$ cat src/hdl/udpdfr_pkg.sv
package udpdfr_pkg;

   // Longest packet, in bytes before the checksum byte, that is still taken in.
   localparam int MaxPacketBytes = 65535;
   localparam int CountWidth     = $clog2(MaxPacketBytes + 1);
   localparam logic [CountWidth-1:0] CountMax = CountWidth'(MaxPacketBytes);

   // Header bytes kept for the summary (bytes 0 to 14 of the packet).
   localparam int HdrBytes = 15;
   localparam int HdrIdxW  = $clog2(HdrBytes);

   // Header layout.
   localparam logic [3:0] HdrEndConnect = 4'd15;
   localparam logic [3:0] HdrEndData    = 4'd12;
   localparam logic [3:0] HdrEndOther   = 4'd11;
   localparam int         HasSizeBit    = 7;

   // Packet types.
   localparam logic [3:0] TypeConnect = 4'd1;
   localparam logic [3:0] TypeData    = 4'd2;
   localparam logic [3:0] TypeMax     = 4'd4;

   // Result queue.
   localparam int QueueDepth = 4;
   localparam int PtrW       = $clog2(QueueDepth);

   typedef enum logic [2:0] {
      StOk           = 3'd0,
      StTooShort     = 3'd1,
      StBadType      = 3'd2,
      StSizeMismatch = 3'd3,
      StBadChecksum  = 3'd4
   } status_type;

   typedef enum logic {
      KindPayload = 1'b0,
      KindSummary = 1'b1
   } kind_type;

   typedef struct packed {
      kind_type   kind;
      logic [7:0]  payload_byte;
      logic [7:0]  source;
      logic [7:0]  destination;
      logic [3:0]  packet_type;
      logic [11:0] flag_bits;
      logic [7:0]  session_id;
      logic [31:0] packet_signature;
      logic [15:0] seq_id;
      logic [7:0]  fragment_id;
      logic [31:0] conn_signature;
      status_type  status;
   } rsp_type;

   // Up to two results per input byte; second is only valid with first.
   typedef struct packed {
      logic    first_vld;
      rsp_type first;
      logic    second_vld;
      rsp_type second;
   } push_type;

endpackage

$ cat src/hdl/udpdfr_req_if.sv
interface udpdfr_req_if;
   logic       valid;
   logic       ready;
   logic [7:0] in_byte;
   logic       in_last;

   modport source (output valid, output in_byte, output in_last, input ready);
   modport sink (input valid, input in_byte, input in_last, output ready);
endinterface

$ cat src/hdl/udpdfr_rsp_if.sv
interface udpdfr_rsp_if;
   logic        valid;
   logic        ready;
   logic        kind;
   logic [7:0]  payload_byte;
   logic [7:0]  source_port;
   logic [7:0]  destination;
   logic [3:0]  packet_type;
   logic [11:0] flag_bits;
   logic [7:0]  session_id;
   logic [31:0] packet_signature;
   logic [15:0] seq_id;
   logic [7:0]  fragment_id;
   logic [31:0] conn_signature;
   logic [2:0]  status;

   modport source (
      output valid, output kind, output payload_byte, output source_port, output destination,
      output packet_type, output flag_bits, output session_id, output packet_signature,
      output seq_id, output fragment_id, output conn_signature, output status,
      input ready
   );
   modport sink (
      input valid, input kind, input payload_byte, input source_port, input destination,
      input packet_type, input flag_bits, input session_id, input packet_signature,
      input seq_id, input fragment_id, input conn_signature, input status,
      output ready
   );
endinterface

$ cat src/hdl/udpdfr_parser.sv
module udpdfr_parser (
   input  logic                clock,
   input  logic                reset,
   input  logic                item_vld,
   input  logic [7:0]          in_byte,
   input  logic                in_last,
   input  logic                csr_wr_en,
   input  logic [7:0]          csr_wr_data,
   output udpdfr_pkg::push_type push
);

   logic [7:0]                        key_ff, key_in;
   logic [udpdfr_pkg::CountWidth-1:0] cnt_ff, cnt_in;
   logic [31:0]                       sum_ff, sum_in;
   logic [23:0]                       gather_ff, gather_in;
   logic [7:0]                        hdr_ff [udpdfr_pkg::HdrBytes];
   logic [7:0]                        hdr_in [udpdfr_pkg::HdrBytes];
   logic [7:0]                        hv     [udpdfr_pkg::HdrBytes];
   logic [15:0]                       size_ff, size_in;
   logic [7:0]                        held_ff, held_in;
   logic                              held_vld_ff, held_vld_in;

   logic [3:0]  cur_type;
   logic        has_size;
   logic [3:0]  hdr_end;
   logic [4:0]  pay_start;
   logic        take;
   logic        in_payload;
   logic [3:0]  sum_type;
   logic        sum_has_size;
   logic [15:0] pay_len;
   logic [7:0]  extra;
   logic [7:0]  ck;
   udpdfr_pkg::status_type st;
   udpdfr_pkg::rsp_type    pay_rsp, sum_rsp;

   // Header decode from stored bytes; the type byte is always stored before it matters.
   always_comb begin
      cur_type = hdr_ff[2][3:0];
      has_size = hdr_ff[2][udpdfr_pkg::HasSizeBit];
      if (cur_type <= udpdfr_pkg::TypeConnect) begin
         hdr_end = udpdfr_pkg::HdrEndConnect;
      end else if (cur_type == udpdfr_pkg::TypeData) begin
         hdr_end = udpdfr_pkg::HdrEndData;
      end else begin
         hdr_end = udpdfr_pkg::HdrEndOther;
      end
      pay_start = {1'b0, hdr_end} + (has_size ? 5'd2 : 5'd0);
      take = item_vld && !in_last && (cnt_ff != udpdfr_pkg::CountMax);
      in_payload = cnt_ff >= {{(udpdfr_pkg::CountWidth-5){1'b0}}, pay_start};
   end

   // Header as seen by the summary: a short packet's checksum byte lands in it.
   always_comb begin
      for (int k = 0; k < udpdfr_pkg::HdrBytes; k++) begin
         hv[k] = hdr_ff[k];
      end
      if (cnt_ff < udpdfr_pkg::CountWidth'(udpdfr_pkg::HdrBytes - 1)) begin
         hv[cnt_ff[udpdfr_pkg::HdrIdxW-1:0]] = in_byte;
      end
   end

   // Status and checksum of a finished packet.
   always_comb begin
      sum_type     = hv[2][3:0];
      sum_has_size = hv[2][udpdfr_pkg::HasSizeBit];
      pay_len      = 16'(cnt_ff - {{(udpdfr_pkg::CountWidth-4){1'b0}}, hdr_end} - 16'd2);
      if (cnt_ff < 16'd11) begin
         st = udpdfr_pkg::StTooShort;
      end else if (cur_type > udpdfr_pkg::TypeMax) begin
         st = udpdfr_pkg::StBadType;
      end else if ((cur_type <= udpdfr_pkg::TypeConnect && cnt_ff < 16'd14) ||
                   (cur_type == udpdfr_pkg::TypeData && cnt_ff < 16'd12)) begin
         st = udpdfr_pkg::StTooShort;
      end else if (sum_has_size &&
                   cnt_ff < {{(udpdfr_pkg::CountWidth-5){1'b0}}, 5'({1'b0, hdr_end} + 5'd2)}) begin
         st = udpdfr_pkg::StTooShort;
      end else if (sum_has_size && pay_len != size_ff) begin
         st = udpdfr_pkg::StSizeMismatch;
      end else begin
         st = udpdfr_pkg::StOk;
      end
      // A bare fifteen-byte connect packet also sums its own checksum byte.
      extra = (!sum_has_size && cnt_ff < {{(udpdfr_pkg::CountWidth-4){1'b0}}, hdr_end})
              ? in_byte : 8'd0;
      ck = key_ff + gather_ff[7:0] + gather_ff[15:8] + gather_ff[23:16]
         + sum_ff[7:0] + sum_ff[15:8] + sum_ff[23:16] + sum_ff[31:24] + extra;
      if (st == udpdfr_pkg::StOk && ck != in_byte) begin
         st = udpdfr_pkg::StBadChecksum;
      end
   end

   always_comb begin
      pay_rsp              = '0;
      pay_rsp.kind         = udpdfr_pkg::KindPayload;
      pay_rsp.payload_byte = held_ff;

      sum_rsp                  = '0;
      sum_rsp.kind             = udpdfr_pkg::KindSummary;
      sum_rsp.source           = hv[0];
      sum_rsp.destination      = hv[1];
      sum_rsp.packet_type      = sum_type;
      sum_rsp.flag_bits        = {hv[3], hv[2][7:4]};
      sum_rsp.session_id       = hv[4];
      sum_rsp.packet_signature = {hv[8], hv[7], hv[6], hv[5]};
      sum_rsp.seq_id           = {hv[10], hv[9]};
      sum_rsp.fragment_id      = (sum_type == udpdfr_pkg::TypeData) ? hv[11] : 8'd0;
      sum_rsp.conn_signature   = (sum_type <= udpdfr_pkg::TypeConnect)
                                 ? {hv[14], hv[13], hv[12], hv[11]} : 32'd0;
      sum_rsp.status           = st;
   end

   always_comb begin
      key_in      = csr_wr_en ? csr_wr_data : key_ff;
      cnt_in      = cnt_ff;
      sum_in      = sum_ff;
      gather_in   = gather_ff;
      size_in     = size_ff;
      held_in     = held_ff;
      held_vld_in = held_vld_ff;
      for (int k = 0; k < udpdfr_pkg::HdrBytes; k++) begin
         hdr_in[k] = hdr_ff[k];
      end
      push = '0;

      if (take) begin
         if (cnt_ff < udpdfr_pkg::CountWidth'(udpdfr_pkg::HdrBytes)) begin
            hdr_in[cnt_ff[udpdfr_pkg::HdrIdxW-1:0]] = in_byte;
         end
         case (cnt_ff[1:0])
            2'd0: gather_in[7:0] = in_byte;
            2'd1: gather_in[15:8] = in_byte;
            2'd2: gather_in[23:16] = in_byte;
            default: begin
               sum_in    = sum_ff + {in_byte, gather_ff};
               gather_in = '0;
            end
         endcase
         if (has_size) begin
            if (cnt_ff == {{(udpdfr_pkg::CountWidth-4){1'b0}}, hdr_end}) begin
               size_in[7:0] = in_byte;
            end else if (cnt_ff == {{(udpdfr_pkg::CountWidth-5){1'b0}},
                                    5'({1'b0, hdr_end} + 5'd1)}) begin
               size_in[15:8] = in_byte;
            end
         end
         if (in_payload) begin
            push.first_vld = held_vld_ff;
            push.first     = pay_rsp;
            held_in        = in_byte;
            held_vld_in    = 1'b1;
         end
         cnt_in = cnt_ff + 1'b1;
      end else if (item_vld && in_last) begin
         if (held_vld_ff) begin
            push.first_vld  = 1'b1;
            push.first      = pay_rsp;
            push.second_vld = 1'b1;
            push.second     = sum_rsp;
         end else begin
            push.first_vld = 1'b1;
            push.first     = sum_rsp;
         end
         cnt_in      = '0;
         sum_in      = '0;
         gather_in   = '0;
         size_in     = '0;
         held_in     = '0;
         held_vld_in = 1'b0;
         for (int k = 0; k < udpdfr_pkg::HdrBytes; k++) begin
            hdr_in[k] = '0;
         end
      end
   end

   always_ff @(posedge clock) begin
      if (reset) begin
         key_ff      <= '0;
         cnt_ff      <= '0;
         sum_ff      <= '0;
         gather_ff   <= '0;
         size_ff     <= '0;
         held_ff     <= '0;
         held_vld_ff <= 1'b0;
         for (int k = 0; k < udpdfr_pkg::HdrBytes; k++) begin
            hdr_ff[k] <= '0;
         end
      end else begin
         key_ff      <= key_in;
         cnt_ff      <= cnt_in;
         sum_ff      <= sum_in;
         gather_ff   <= gather_in;
         size_ff     <= size_in;
         held_ff     <= held_in;
         held_vld_ff <= held_vld_in;
         for (int k = 0; k < udpdfr_pkg::HdrBytes; k++) begin
            hdr_ff[k] <= hdr_in[k];
         end
      end
   end

endmodule

$ cat src/hdl/udpdfr_queue.sv
module udpdfr_queue (
   input  logic                 clock,
   input  logic                 reset,
   input  udpdfr_pkg::push_type push,
   output logic                 room,
   output udpdfr_pkg::rsp_type  head,
   output logic                 head_vld,
   input  logic                 head_rdy
);

   udpdfr_pkg::rsp_type         q_ff [udpdfr_pkg::QueueDepth];
   logic [udpdfr_pkg::PtrW-1:0] wr_ff, wr_in, rd_ff, rd_in;
   logic [udpdfr_pkg::PtrW:0]   cnt_ff, cnt_in;
   logic [1:0]                  n_push;
   logic                        pop;

   always_comb begin
      n_push   = {1'b0, push.first_vld} + {1'b0, push.second_vld};
      head_vld = cnt_ff != '0;
      head     = q_ff[rd_ff];
      pop      = head_vld && head_rdy;
      // Room for the two results a last byte may bring.
      room     = cnt_ff <= (udpdfr_pkg::PtrW+1)'(udpdfr_pkg::QueueDepth - 2);
      wr_in    = wr_ff + udpdfr_pkg::PtrW'(n_push);
      rd_in    = rd_ff + udpdfr_pkg::PtrW'(pop);
      cnt_in   = cnt_ff + (udpdfr_pkg::PtrW+1)'(n_push) - (udpdfr_pkg::PtrW+1)'(pop);
   end

   always_ff @(posedge clock) begin
      if (reset) begin
         wr_ff  <= '0;
         rd_ff  <= '0;
         cnt_ff <= '0;
      end else begin
         wr_ff  <= wr_in;
         rd_ff  <= rd_in;
         cnt_ff <= cnt_in;
      end
   end

   always_ff @(posedge clock) begin
      if (push.first_vld) begin
         q_ff[wr_ff] <= push.first;
      end
      if (push.second_vld) begin
         q_ff[wr_ff + 1'b1] <= push.second;
      end
   end

endmodule

$ cat src/hdl/udp_v0_packet_deframer.sv
// Deframer for version-0 reliable-UDP packets, fed one byte per transfer on the
// request channel, with in_last marking the checksum byte that closes a packet.
// Packets stream at one byte per clock while the queue has room for new results; the
// parser updates its header, word-sum and length state at the acceptance edge and
// hands its results to a four-entry result queue. Payload bytes leave one byte
// late as kind 0 results; the last byte yields the held payload byte (if any) and
// then a kind 1 summary with the header fields and a status code. Only the result
// channel sets the pace: the request side is ready while the queue has room for two
// results, as a last byte may bring two results. The access key byte sum is to be
// written by the user through csr_wr_en/csr_wr_data only while the block is idle;
// the block does not enforce it. Signature checking and decryption are not done here.
module udp_v0_packet_deframer (
   input  logic         clock,
   input  logic         reset,
   udpdfr_req_if.sink   req_ch,
   udpdfr_rsp_if.source rsp_ch,
   input  logic         csr_wr_en,
   input  logic [7:0]   csr_wr_data
);

   udpdfr_pkg::push_type push;
   udpdfr_pkg::rsp_type  head;
   logic                 room;
   logic                 accept;

   // A byte transfer happens whenever a byte is valid and the queue can absorb the worst case.
   assign req_ch.ready = room;
   assign accept       = req_ch.valid && room;

   udpdfr_parser u_parser (
      .clock       (clock),
      .reset       (reset),
      .item_vld    (accept),
      .in_byte     (req_ch.in_byte),
      .in_last     (req_ch.in_last),
      .csr_wr_en   (csr_wr_en),
      .csr_wr_data (csr_wr_data),
      .push        (push)
   );

   udpdfr_queue u_queue (
      .clock    (clock),
      .reset    (reset),
      .push     (push),
      .room     (room),
      .head     (head),
      .head_vld (rsp_ch.valid),
      .head_rdy (rsp_ch.ready)
   );

   // Result fields straight from the queue head.
   assign rsp_ch.kind             = head.kind;
   assign rsp_ch.payload_byte     = head.payload_byte;
   assign rsp_ch.source_port      = head.source;
   assign rsp_ch.destination      = head.destination;
   assign rsp_ch.packet_type      = head.packet_type;
   assign rsp_ch.flag_bits        = head.flag_bits;
   assign rsp_ch.session_id       = head.session_id;
   assign rsp_ch.packet_signature = head.packet_signature;
   assign rsp_ch.seq_id           = head.seq_id;
   assign rsp_ch.fragment_id      = head.fragment_id;
   assign rsp_ch.conn_signature   = head.conn_signature;
   assign rsp_ch.status           = head.status;

endmodule
$ cat src/flat_wrapper.sv
// flat-port wrapper written by rule: the top's interface ports become plain ports
module udp_v0_packet_deframer_flat 
  (clock, reset, csr_wr_en, csr_wr_data, req_ch_valid, req_ch_in_byte, req_ch_in_last, req_ch_ready, rsp_ch_valid, rsp_ch_kind, rsp_ch_payload_byte, rsp_ch_source_port, rsp_ch_destination, rsp_ch_packet_type, rsp_ch_flag_bits, rsp_ch_session_id, rsp_ch_packet_signature, rsp_ch_seq_id, rsp_ch_fragment_id, rsp_ch_conn_signature, rsp_ch_status, rsp_ch_ready);
  udpdfr_req_if req_ch_i ();
  udpdfr_rsp_if rsp_ch_i ();
  input  logic clock;
  input  logic reset;
  input  logic csr_wr_en;
  input  logic [7:0] csr_wr_data;
  input wire logic [$bits(req_ch_i.valid)-1:0] req_ch_valid;
  input wire logic [$bits(req_ch_i.in_byte)-1:0] req_ch_in_byte;
  input wire logic [$bits(req_ch_i.in_last)-1:0] req_ch_in_last;
  output wire logic [$bits(req_ch_i.ready)-1:0] req_ch_ready;
  output wire logic [$bits(rsp_ch_i.valid)-1:0] rsp_ch_valid;
  output wire logic [$bits(rsp_ch_i.kind)-1:0] rsp_ch_kind;
  output wire logic [$bits(rsp_ch_i.payload_byte)-1:0] rsp_ch_payload_byte;
  output wire logic [$bits(rsp_ch_i.source_port)-1:0] rsp_ch_source_port;
  output wire logic [$bits(rsp_ch_i.destination)-1:0] rsp_ch_destination;
  output wire logic [$bits(rsp_ch_i.packet_type)-1:0] rsp_ch_packet_type;
  output wire logic [$bits(rsp_ch_i.flag_bits)-1:0] rsp_ch_flag_bits;
  output wire logic [$bits(rsp_ch_i.session_id)-1:0] rsp_ch_session_id;
  output wire logic [$bits(rsp_ch_i.packet_signature)-1:0] rsp_ch_packet_signature;
  output wire logic [$bits(rsp_ch_i.seq_id)-1:0] rsp_ch_seq_id;
  output wire logic [$bits(rsp_ch_i.fragment_id)-1:0] rsp_ch_fragment_id;
  output wire logic [$bits(rsp_ch_i.conn_signature)-1:0] rsp_ch_conn_signature;
  output wire logic [$bits(rsp_ch_i.status)-1:0] rsp_ch_status;
  input wire logic [$bits(rsp_ch_i.ready)-1:0] rsp_ch_ready;
  assign req_ch_i.valid = req_ch_valid;
  assign req_ch_i.in_byte = req_ch_in_byte;
  assign req_ch_i.in_last = req_ch_in_last;
  assign req_ch_ready = req_ch_i.ready;
  assign rsp_ch_valid = rsp_ch_i.valid;
  assign rsp_ch_kind = rsp_ch_i.kind;
  assign rsp_ch_payload_byte = rsp_ch_i.payload_byte;
  assign rsp_ch_source_port = rsp_ch_i.source_port;
  assign rsp_ch_destination = rsp_ch_i.destination;
  assign rsp_ch_packet_type = rsp_ch_i.packet_type;
  assign rsp_ch_flag_bits = rsp_ch_i.flag_bits;
  assign rsp_ch_session_id = rsp_ch_i.session_id;
  assign rsp_ch_packet_signature = rsp_ch_i.packet_signature;
  assign rsp_ch_seq_id = rsp_ch_i.seq_id;
  assign rsp_ch_fragment_id = rsp_ch_i.fragment_id;
  assign rsp_ch_conn_signature = rsp_ch_i.conn_signature;
  assign rsp_ch_status = rsp_ch_i.status;
  assign rsp_ch_i.ready = rsp_ch_ready;
  udp_v0_packet_deframer u_core (.clock(clock), .reset(reset), .req_ch(req_ch_i), .rsp_ch(rsp_ch_i), .csr_wr_en(csr_wr_en), .csr_wr_data(csr_wr_data));
endmodule
$ cat config.mk
export PLATFORM = sky130hd
export DESIGN_NAME = udp_v0_packet_deframer_flat
export DESIGN_NICKNAME = d
export VERILOG_FILES = /design/src/hdl/udpdfr_pkg.sv /design/src/hdl/udpdfr_req_if.sv /design/src/hdl/udpdfr_rsp_if.sv /design/src/hdl/udpdfr_parser.sv /design/src/hdl/udpdfr_queue.sv /design/src/hdl/udp_v0_packet_deframer.sv /design/src/flat_wrapper.sv
export SDC_FILE = /design/constraint.sdc
export NUM_CORES = 2
export LEC_CHECK = 0
export ABC_AREA = 1
export ABC_CLOCK_PERIOD_IN_PS = 6100
export BUFFER_PORTS_ARGS = -buffer_cell sky130_fd_sc_hd__buf_4
export CAP_MARGIN = 20
export CORE_MARGIN = 8
export CORE_UTILIZATION = 45
export DETAILED_ROUTE_END_ITERATION = 16
export GPL_ROUTABILITY_DRIVEN = 1
export PLACE_DENSITY = 0.75
export SYNTH_ARGS = -nofsm -noshare
export SYNTH_HDL_FRONTEND = slang
export SYNTH_SLANG_ARGS = --single-unit
$ cat constraint.sdc
create_clock -name clock -period 6.1 [get_ports clock]
set_input_delay 0.61 -clock clock [delete_from_list [all_inputs] [get_ports clock]]
set_output_delay 0.61 -clock clock [all_outputs]
set_load 0.05 [all_outputs]
==> out/results.tsv <==
metric	value	unit
Max stage delay cell, worst path	fa_1	
Syn Inst Count	4552	
Async S/R FF share, synth	0	%
CP peak stage delay	0.53	ns
post-DP HPWL	70.3	mm
crit path from	u_core.u_parser.hdr_ff[0][19]	
commonest cells in the synthesized netlist	806 x nor2_1, 631 x nand2_1, 612 x o21ai_0, 528 x edfxtp_1, 426 x inv_1	
TritonCTS buffer count	85	
sequential share of the synthesized area	52.9	%
Synth Area in Simple Gates	16.0	%
ANT cells	0	
critical path data arrival time	6.11	ns
Area Overhead vs Synth	13.3	%
main combinational cell family by area after synthesis	compound AO/OA/AOI/OAI gates	
Layout fillers	7916	
share of cells above drive strength 1	10.6	%
Syn Area/Cell	8.78	um^2
row cnt	109	
crit path to	u_core.u_queue.q_ff[3][2]	
DP Worst Slack	0.0150	ns
critical path class	reg2reg	
DIE WIDTH	314	um
Layout Utilization	51.3	%
Area after DPL	42300	um^2
HP Class	in2reg	
synthesized flop and latch total	792	
CP Launch Type	register	
vias in the first global route	31300	
Slew Viols, Final	0	
Post-DRT Antenna Nets	0	
Routability Congestion	0.950	
first-pass GRT wire length	179	mm
global route overflow	0	
synth top area cells	edfxtp_1 40%, dfxtp_1 13%, o21ai_0 7.7%	
status	completed	
Post-route DRC	0	
Worst slew margin	24.6	%
largest net degree at the start of global routing	159	
Tot GR Track Use	22.8	%
Tmin final	5.76	ns
core area	88200	um^2
WP buf/inv	6	
initial antenna violation count	1	
Max Cap Viol	0	
Design Area, Final	45300	um^2
Initial Utilization	45.3	%
RSZ-0062 raised after global routing	no	
DR WL/cell	20.1	um
critical path required time	6.44	ns
Final WS setup	0.336	ns
clock sink count	792	
mux cell area share after synthesis	0	%
leakage	19.1	nW
post-route setup TNS	0	ns
Fin. Hold Viols	0	
Adder-Cell Fraction of Synth Area	4.54	%
Worst R2R Start	u_core.u_parser.hdr_ff[0][19]	
Net Count, Synth	4690	
clock root buffer	clkbuf_16	
post-synth top area cell	edfxtp_1	
max frequency	173	MHz
vias	32800	
clock tree buffer depth	3	
xor and xnor area share after synthesis	0.943	%
H-tree depth	3	
# setup viols final	0	
via-per-instance ratio	5.63	
CP most frequent cell	fa_1	
delay-heaviest family, CP	adder cells	
die area	98600	um^2
reg-to-reg slack, setup	0.34	ns
final WL	117	mm
Critical Path Fanout Max	4	
number of port buffers	163	
synthesized area	39900	um^2
actual slew at the worst max-slew pin	1.13	ns
Synth Warn #	0	
final critical-path share of the clock period	94.5	%
top-area cell type share of the netlist area	39.7	%
Post-synth EDFFs	528	
nets	4730	
clk slew on worst S/H paths	0.06	ns
detailed-router iteration count before antenna repair	5	
Reg2Reg Capture Point	u_core.u_queue.q_ff[3][2]	
VDD IR max	395	uV
DR iter-0 viols	3450	
clock skew	0.0192	ns
CTS tree	yes	
ys flop type	edfxtp_1	
Synth Area in Compound Gates	18.5	%
Critical Path Stages	27	
Power Dens Cells	415	nW/um^2
most frequent cell after synthesis	nor2_1	
Reg2Reg Depth	27	
Yosys cell types	51	
IO Count	164	
Chip Height	314	um
CP endpoint kind	register	
Worst-Skew Late Latency	0.64	ns
Power Total	0.0188	W
[power breakdown]
group,leakage (nW),internal [W],total (W),switching (W)
sequential,6.88,0.00617,0.00649,0.000324
combinational,10.9,0.00203,0.00708,0.00505
clock,1.39,0.00304,0.00524,0.00219
total,19.1,0.0112,0.0188,0.00756
[logic make-up (layout without fill, tap and decap cells)]
group           count (synthesis)  after routing
xor+xnor                       43             43
fa+ha+maj                     116            116
flops                         792            792
buf+inv                       734            845
simple gates                 1607           1607
compound gates               1260           1260
[state kept, by name, summed over array words and instances (netlist names), 3 cells and up]
name	cells
u_core.u_parser.sum_ff	32
u_core.u_queue.cnt_ff	3
u_core.u_queue.q_ff	560
u_core.u_parser.gather_ff	24
u_core.u_parser.held_ff	8
u_core.u_parser.cnt_ff	16
u_core.u_parser.size_ff	16
u_core.u_parser.hdr_ff	120
u_core.u_parser.key_ff	8
[layout make-up]
class	instances	area, um^2	share of cell area [%]
clock buffer	102	2250	4.98
clock inverter	56	593	1.31
inverter	444	1680	3.72
multi-input combinational	3026	16200	35.7
sequential	792	21200	46.7
tap	1165	1460	3.22
timing repair buffer	243	1950	4.32
[metal layers]
metal	part of all wire (%)	routed length (um)	vias up	global-route usage (%)
met2	48	56100	1415	38.6
met3	8.2	9600	230	3.52
met1	40	47000	15700	29.5
li1	-	-	15500	-
met5	0	0	-	0
met4	3.6	4160	0	8.33
[per-stage QoR]
stage               std cells  hold slack [ns]
global placement         5667            0.429
detailed placement       5667            0.437
global route             5828            0.191
finish                   5828            0.209
floorplan                4552            0.421
CTS                      5825            0.179
[what timing repair did]
action | 4_1_cts | 5_1_grt
endpoints found under the setup margin | 4 | 4
hold endpoints to repair | 0 | 0
hold buffers | 0 | 0
pin swaps | 0 | 11
resized for setup | 1 | 26
setup buffers | 0 | 2
[how the worst min path moves through the flow]
stage                                startpoint                          end  slack [ns]  depth (start not counted)
finish                           csr_wr_data[7]    u_core.u_parser.key_ff[7]        0.21                          3
global route                     csr_wr_data[7]    u_core.u_parser.key_ff[7]        0.19                          3
CTS                              csr_wr_data[7]    u_core.u_parser.key_ff[7]        0.18                          3
detailed placement  u_core.u_queue.q_ff[2][136]  u_core.u_queue.q_ff[2][136]        0.44                          2
global placement    u_core.u_queue.q_ff[2][136]  u_core.u_queue.q_ff[2][136]        0.43                          2
floorplan           u_core.u_queue.q_ff[2][136]  u_core.u_queue.q_ff[2][136]        0.42                          2
[placed cells by master (no fill, tap or decap), drive strengths merged, types with 10 or more instances in the layout]
master / instances
nor2: 820
inv: 440
ha: 68
xor2: 18
clkbuf: 102
dfxtp: 264
or2: 10
a211oi: 16
o22ai: 139
a21oi: 307
o211ai: 25
nand4: 20
nand2: 646
fa: 48
buf: 243
o211a: 120
nor3: 21
clkinv: 45
nand3: 78
xnor2: 25
o21ai: 623
edfxtp: 528
[tightest hold or removal path, cell delays in order]
cell	delay (ns)
buf_4	0.07
nor2_1	0.03
nor2_1	0.08
No activity file was read; power rests on OpenSTA's default activity.
